File: src/hdl/bpc_pkg.sv
`timescale 1ns / 1ps

package bpc_pkg;

	localparam int unsigned STACK_DEPTH_DEF = 64;
	localparam int unsigned KEY_W           = 32;
	localparam int unsigned QUEUE_DEPTH     = 2;
	localparam logic [KEY_W-1:0] SIGN_FLIP  = {1'b1, {(KEY_W-1){1'b0}}};
	// most negative key in biased (sign-flipped) form
	localparam logic [KEY_W-1:0] BOUND_INIT = '0;

	typedef struct packed {
		logic signed [KEY_W-1:0] key_value;
		logic                    seq_last;
	} item_t;

	typedef struct packed {
		logic valid_so_far;
		logic stack_overflow;
		logic verdict_final;
	} result_t;

	typedef struct packed {
		logic             avail;
		logic [KEY_W-1:0] key;
		logic             last;
	} q_head_t;

endpackage

File: src/hdl/bpc_ram.sv
`timescale 1ns / 1ps

module bpc_ram #(
	parameter int unsigned WIDTH = 32,
	parameter int unsigned DEPTH = 64
) (
	input  logic                     clk,
	input  logic                     wr_en,
	input  logic [$clog2(DEPTH)-1:0] wr_addr,
	input  logic [WIDTH-1:0]         wr_data,
	input  logic                     rd_en,
	input  logic [$clog2(DEPTH)-1:0] rd_addr,
	output logic [WIDTH-1:0]         rd_data
);

	logic [WIDTH-1:0] mem [DEPTH];

	always_ff @(posedge clk) begin
		if (wr_en) begin
			mem[wr_addr] <= wr_data;
		end
		if (rd_en) begin
			rd_data <= mem[rd_addr];
		end
	end

endmodule

File: src/hdl/bpc_back.sv
`timescale 1ns / 1ps

module bpc_back #(
	parameter int unsigned STACK_DEPTH = bpc_pkg::STACK_DEPTH_DEF
) (
	input  logic              clk,
	input  logic              arst_n,
	input  bpc_pkg::q_head_t  head,
	output logic              deq,
	output logic              empty,
	input  logic              pop,
	output bpc_pkg::result_t  result
);

	localparam int unsigned AW = $clog2(STACK_DEPTH);
	localparam int unsigned CW = $clog2(STACK_DEPTH + 1);
	localparam int unsigned KW = bpc_pkg::KEY_W;

	logic [CW-1:0]    cnt_q;
	logic [KW-1:0]    bound_q;
	logic [KW-1:0]    top_q;
	logic             from_ram_q;
	logic             failed_q;
	logic             ovf_q;
	bpc_pkg::result_t res_q;
	logic             res_valid_q;

	logic [KW-1:0] rd_data;
	logic [KW-1:0] top_eff;
	logic          below;
	logic          stack_full;
	logic          pop_go;
	logic          finish;
	logic          live;
	logic          push_go;
	logic          fail_next;
	logic          ovf_next;
	logic [AW-1:0] rd_idx;

	assign top_eff    = from_ram_q ? rd_data : top_q;
	assign below      = head.key < bound_q;
	assign stack_full = (cnt_q == CW'(STACK_DEPTH));
	assign live       = head.avail && !failed_q && !below;
	assign pop_go     = live && (cnt_q != '0) && (top_eff < head.key);
	assign finish     = head.avail && !pop_go && (!res_valid_q || pop);
	assign push_go    = finish && live && !stack_full;
	assign fail_next  = failed_q || (finish && !failed_q && (below || stack_full));
	assign ovf_next   = ovf_q || (finish && live && stack_full);
	assign rd_idx     = cnt_q[AW-1:0] - AW'(2);

	assign deq    = finish;
	assign empty  = !res_valid_q;
	assign result = res_q;

	bpc_ram #(
		.WIDTH (KW),
		.DEPTH (STACK_DEPTH)
	) u_stack (
		.clk     (clk),
		.wr_en   (push_go),
		.wr_addr (cnt_q[AW-1:0]),
		.wr_data (head.key),
		.rd_en   (pop_go),
		.rd_addr (rd_idx),
		.rd_data (rd_data)
	);

	always_ff @(posedge clk) begin
		if (push_go) begin
			top_q <= head.key;
		end
		if (finish) begin
			res_q.valid_so_far   <= !fail_next;
			res_q.stack_overflow <= ovf_next;
			res_q.verdict_final  <= head.last;
		end
	end

	always_ff @(posedge clk or negedge arst_n) begin
		if (!arst_n) begin
			cnt_q       <= '0;
			bound_q     <= bpc_pkg::BOUND_INIT;
			from_ram_q  <= 1'b0;
			failed_q    <= 1'b0;
			ovf_q       <= 1'b0;
			res_valid_q <= 1'b0;
		end else begin
			if (pop_go) begin
				bound_q    <= top_eff;
				cnt_q      <= cnt_q - 1'b1;
				from_ram_q <= 1'b1;
			end else if (finish && head.last) begin
				cnt_q      <= '0;
				bound_q    <= bpc_pkg::BOUND_INIT;
				from_ram_q <= 1'b0;
				failed_q   <= 1'b0;
				ovf_q      <= 1'b0;
			end else if (finish) begin
				failed_q <= fail_next;
				ovf_q    <= ovf_next;
				if (push_go) begin
					cnt_q      <= cnt_q + 1'b1;
					from_ram_q <= 1'b0;
				end
			end
			if (finish) begin
				res_valid_q <= 1'b1;
			end else if (pop) begin
				res_valid_q <= 1'b0;
			end
		end
	end

endmodule
File: config.mk
export PLATFORM = sky130hd
export DESIGN_NAME = bpc_back
export DESIGN_NICKNAME = d
export VERILOG_FILES = /design/src/hdl/bpc_pkg.sv /design/src/hdl/bpc_ram.sv /design/src/hdl/bpc_back.sv
export SDC_FILE = /design/constraint.sdc
export NUM_CORES = 2
export LEC_CHECK = 0
export ABC_AREA = 0
export BUFFER_PORTS_ARGS = -buffer_cell sky130_fd_sc_hd__buf_2
export CAP_MARGIN = 0
export CORE_MARGIN = 10
export CORE_UTILIZATION = 50
export CTS_BUF_LIST = sky130_fd_sc_hd__clkbuf_8
export DETAILED_ROUTE_END_ITERATION = 7
export PLACE_DENSITY = 0.68
export SYNTH_ARGS = -nofsm -noshare
export SYNTH_HDL_FRONTEND = slang
export SYNTH_SLANG_ARGS = --single-unit
File: constraint.sdc
create_clock -name clk -period 7.2 [get_ports clk]
set_input_delay 1.44 -clock clk [delete_from_list [all_inputs] [get_ports clk]]
set_output_delay 1.44 -clock clk [all_outputs]
set_load 0.01 [all_outputs]
==> metrics.md <==
| Metric | Value |
|---|---|
| Status | `completed` |
| Reg power frac | `between 40% and 50%` |
| Io pins | `42` |
| Most frequent cells in the layout | `edfxtp_1 (2115), mux4_2 (660), clkbuf_8 (359), inv_1 (187), buf_4 (138)` |
| Clock root buffer | `clkbuf_8` |
| Worst path slowest cell | `or4_4` |
| GRT overflow | `0` |
| Aggregate global-route resource usage | `between 20% and 30%` |
| Layout Nets | `a little over 4000` |
| Reg2reg setup slack | `approximately 1500 ps` |
| CTS tree | `done` |
| Post-CTS sizing | `0` |
| Least-Margin Pin Slew | `1310 ps` |
| R2R depth | `13` |
| CP peak stage delay | `~600 ps` |
| Peak VDD IR | `approximately 550 uV` |
| Slew Limit Fails | `0` |
| Area Growth Syn to Fin | `12.3%` |
| Setup Buffers After CTS | `0` |
| Crit. End Element | `primary output` |
| Fmax | `between 150 and 200 MHz` |
| Cell Area, Synth | `between 80000 and 90000 um^2` |
| WL final | `~200000 um` |
| Comb pwr share | `between 30 and 40%` |
| Drt initial violations | `between 4000 and 5000` |
| Total CTS buffers | `between 300 and 400` |
| First-pass GRT wire length | `around 290000 um` |
| Commonest non-fill, non-tap cell in the layout | `edfxtp_1` |
| Critical R2R Launch | `from_ram_q$_DFFE_PN0P_` |
| Register area share after synthesis | `between 70 and 80%` |
| Most numerous cell on the critical path | `or4_4` |
| CTS clk-pin slew, worst paths | `around 60 ps` |
| Std cell rows | `150` |
| EDFF count, synth | `approximately 2100` |
| Hpwl dp | `between 100000 and 150000 um` |
| Sw Ratio | `30.9%` |
| Endpoints failing setup | `0` |
| Seq cells post-synth | `about 2200` |
| Largest net degree at the start of global routing | `154` |
| Remaining antenna violation count | `0` |
| Share of layout cells above drive strength 1 | `between 30% and 40%` |
| Antenna violations before repair | `15` |
| DRC errors left | `0` |
| Leakage power | `just under 30 nW` |
| Non-Filler Cell Area, Final | `approximately 94000 um^2` |
| Crit-path max FO | `33` |
| Routed len/inst | `between 30 and 40 um` |
| Syn avg cell area | `approximately 24 um^2` |
| Syn Inst Count | `~3500` |
| Most used flip-flop cell after synthesis | `edfxtp_1` |
| Num Clock Sinks | `roughly 2200` |
| Post-Route Setup TNS | `0 ps` |
| Clk pwr share | `about 27%` |
| Buffers & Inverters on Critical Path | `2` |
| RSZ-0062 raised after global routing | `no` |
| CP Cell Sequence | `buf_4 -> mux2_2 -> ha_1 -> nand4_1 -> or4_4 -> or4_4 -> o22a_2 -> o211ai_1 -> and2_1 -> buf_2` |
| PD cells | `approximately 360 nW/um^2` |
| Slew headroom | `around 13%` |
| Full die area | `about 180000 um^2` |
| DIE WIDTH | `429 um` |
| # fillers | `about 12000` |
| Placed Area | `just under 90000 um^2` |
| Startpoint types | `register` |
| Initial core utilization | `around half` |
| Vias in the first global route | `approximately 40000` |
| P_int | `between 20 and 25 mW` |
| Net switching power | `10.5 mW` |
| Routed vias | `39400` |
| Arr. time, crit path | `between 4000 and 5000 ps` |
| Crit path max-delay family | `simple AND/OR/NAND/NOR gates` |
| Syn nets | `roughly 3600` |
| Chip height | `429 um` |
| Period utilisation layout | `approximately 88%` |
| Core area | `~170000 um^2` |
| H-tree levels | `5` |
| Yosys cell types | `approximately 60` |
| Final hold vios | `0` |
| Hold Crit Class | `input port to asynchronous set/reset pin` |
| Worst skew pair latency | `1050 ps` |
| Clock Skew | `between 70 and 80 ps` |
| Post-synth ARST share | `about 2.0%` |
| IO Port Bufs | `41` |
| Drt pass-1 iters | `6` |
| Via/cell ratio | `just over 6` |
| Longest Clk Path Bufs | `4` |
| Max Cap Violations | `0` |
| Fin crit period | `6340 ps` |
| Data required, critical path | `between 5000 and 6000 ps` |
| Synth warn | `0` |
| FF-to-FF End | `u_stack.mem[6][20]$_DFFE_PP_` |
| RePlAce Congestion | `between 0.9 and 1` |
| Hold-fix buffers at CTS | `0` |
| Critical path type | `register to primary output` |
## worst max-delay path by stage
stage / from / to / slack, ps / cells after the start
floorplan: head[30] / u_stack.mem[63][0]$_DFFE_PP_ / 240 / 13
global placement: head[25] / u_stack.mem[6][4]$_DFFE_PP_ / 1040 / 13
detailed placement: head[20] / u_stack.mem[6][8]$_DFFE_PP_ / 980 / 13
CTS: from_ram_q$_DFFE_PN0P_ / deq / 800 / 10
global route: from_ram_q$_DFFE_PN0P_ / deq / 660 / 10
finish: from_ram_q$_DFFE_PN0P_ / deq / 860 / 10
## kinds of logic (layout without fill, tap and decap cells)
logic type,after synthesis,after routing,share of synthesized area (%)
AOI/OAI and AO/OA,131,131,1.03
xor gates and xnor gates,4,4,0.0418
adders and majority gates,70,70,1.04
buffers and inverters,249,859,1.16
DFF,2158,2158,77.1
muxes,708,708,18.4
other,0,7,0
and+or+nand+nor,222,222,1.31
## power by group through the flow
stage / registers (mW) / clock network, mW / logic [mW]
2_1_floorplan: 14.5 / 0 / 6.57
3_3_place_gp: 14.7 / 0 / 10.2
3_5_place_dp: 14.7 / 0 / 10.3
4_1_cts: 14.4 / 9.49 / 10.3
5_1_grt: 14.5 / 10.1 / 10.8
6_report: 14.4 / 9.31 / 10.3
## worst reg2reg max path, delay by kind of cell (launching register included)
kind            cells  cell delay, ps
simple gates        7            3020
flops               1             320
compound gates      1             120
fa+ha+maj           1             330
mux                 1             490
buf+inv             3            1050
## Yosys cell counts, drive strengths merged (12+ instances only)
cell type  instances  area, um^2
a21o              31         233
a21oi             39         195
buf               66         282
clkbuf           109         409
dfrtp             43        1080
edfxtp          2115       63500
ha                70         876
inv               74         278
mux2              35         394
mux2i             13         130
mux4             660       14900
nand2             39         146
nand3             16        90.1
nand4             15         100
nor2              74         298
nor2b             12        75.1
nor3              40         200
o21ai             21         105
## sequential cells by signal, summed over array words and instances (netlist names)
name,cells
u_stack.mem,2048
result,3
top_q,32
failed_q,1
res_valid_q,1
from_ram_q,1
ovf_q,1
bound_q,32
cnt_q,7
u_stack.rd_data,32
## area by class of cell
type                            count  area [um^2]  area share [%]
Timing Repair Buffer              204         1740            1.85
Sequential cell                  2158        64600            68.7
Inverter                           74          279           0.297
Antenna cell                        7         17.5          0.0186
Clock buffer                      359         4940            5.25
Tap cell                         2204         2760            2.93
Clock inverter                    222         1020            1.08
Multi-Input combinational cell   1135        18700            19.9
## per-stage QoR
step | std cells | setup slack (ps) | utilization, % | hold slack (ps) | power [mW]
after global routing | 6360 | 660 | 56.4 | 503 | 35.3
final | 6363 | 860 | 56.4 | 525 | 34.0
after CTS | 6356 | 795 | 56.4 | 475 | 34.2
after global placement | 5775 | 1040 | 52.8 | 503 | 24.9
after floorplan | 3542 | 245 | - | 470 | 21.1
after detailed placement | 5775 | 977 | 52.8 | 510 | 25.0
## per-layer routing
layer | GRT usage [%] | share of wire [%]
met1 | 31.1 | 40
met2 | 32.7 | 47
met3 | 4.95 | 9.6
met4 | 7.03 | 2.7
met5 | 0 | 0.020
No activity file was read; power rests on OpenSTA's default activity.
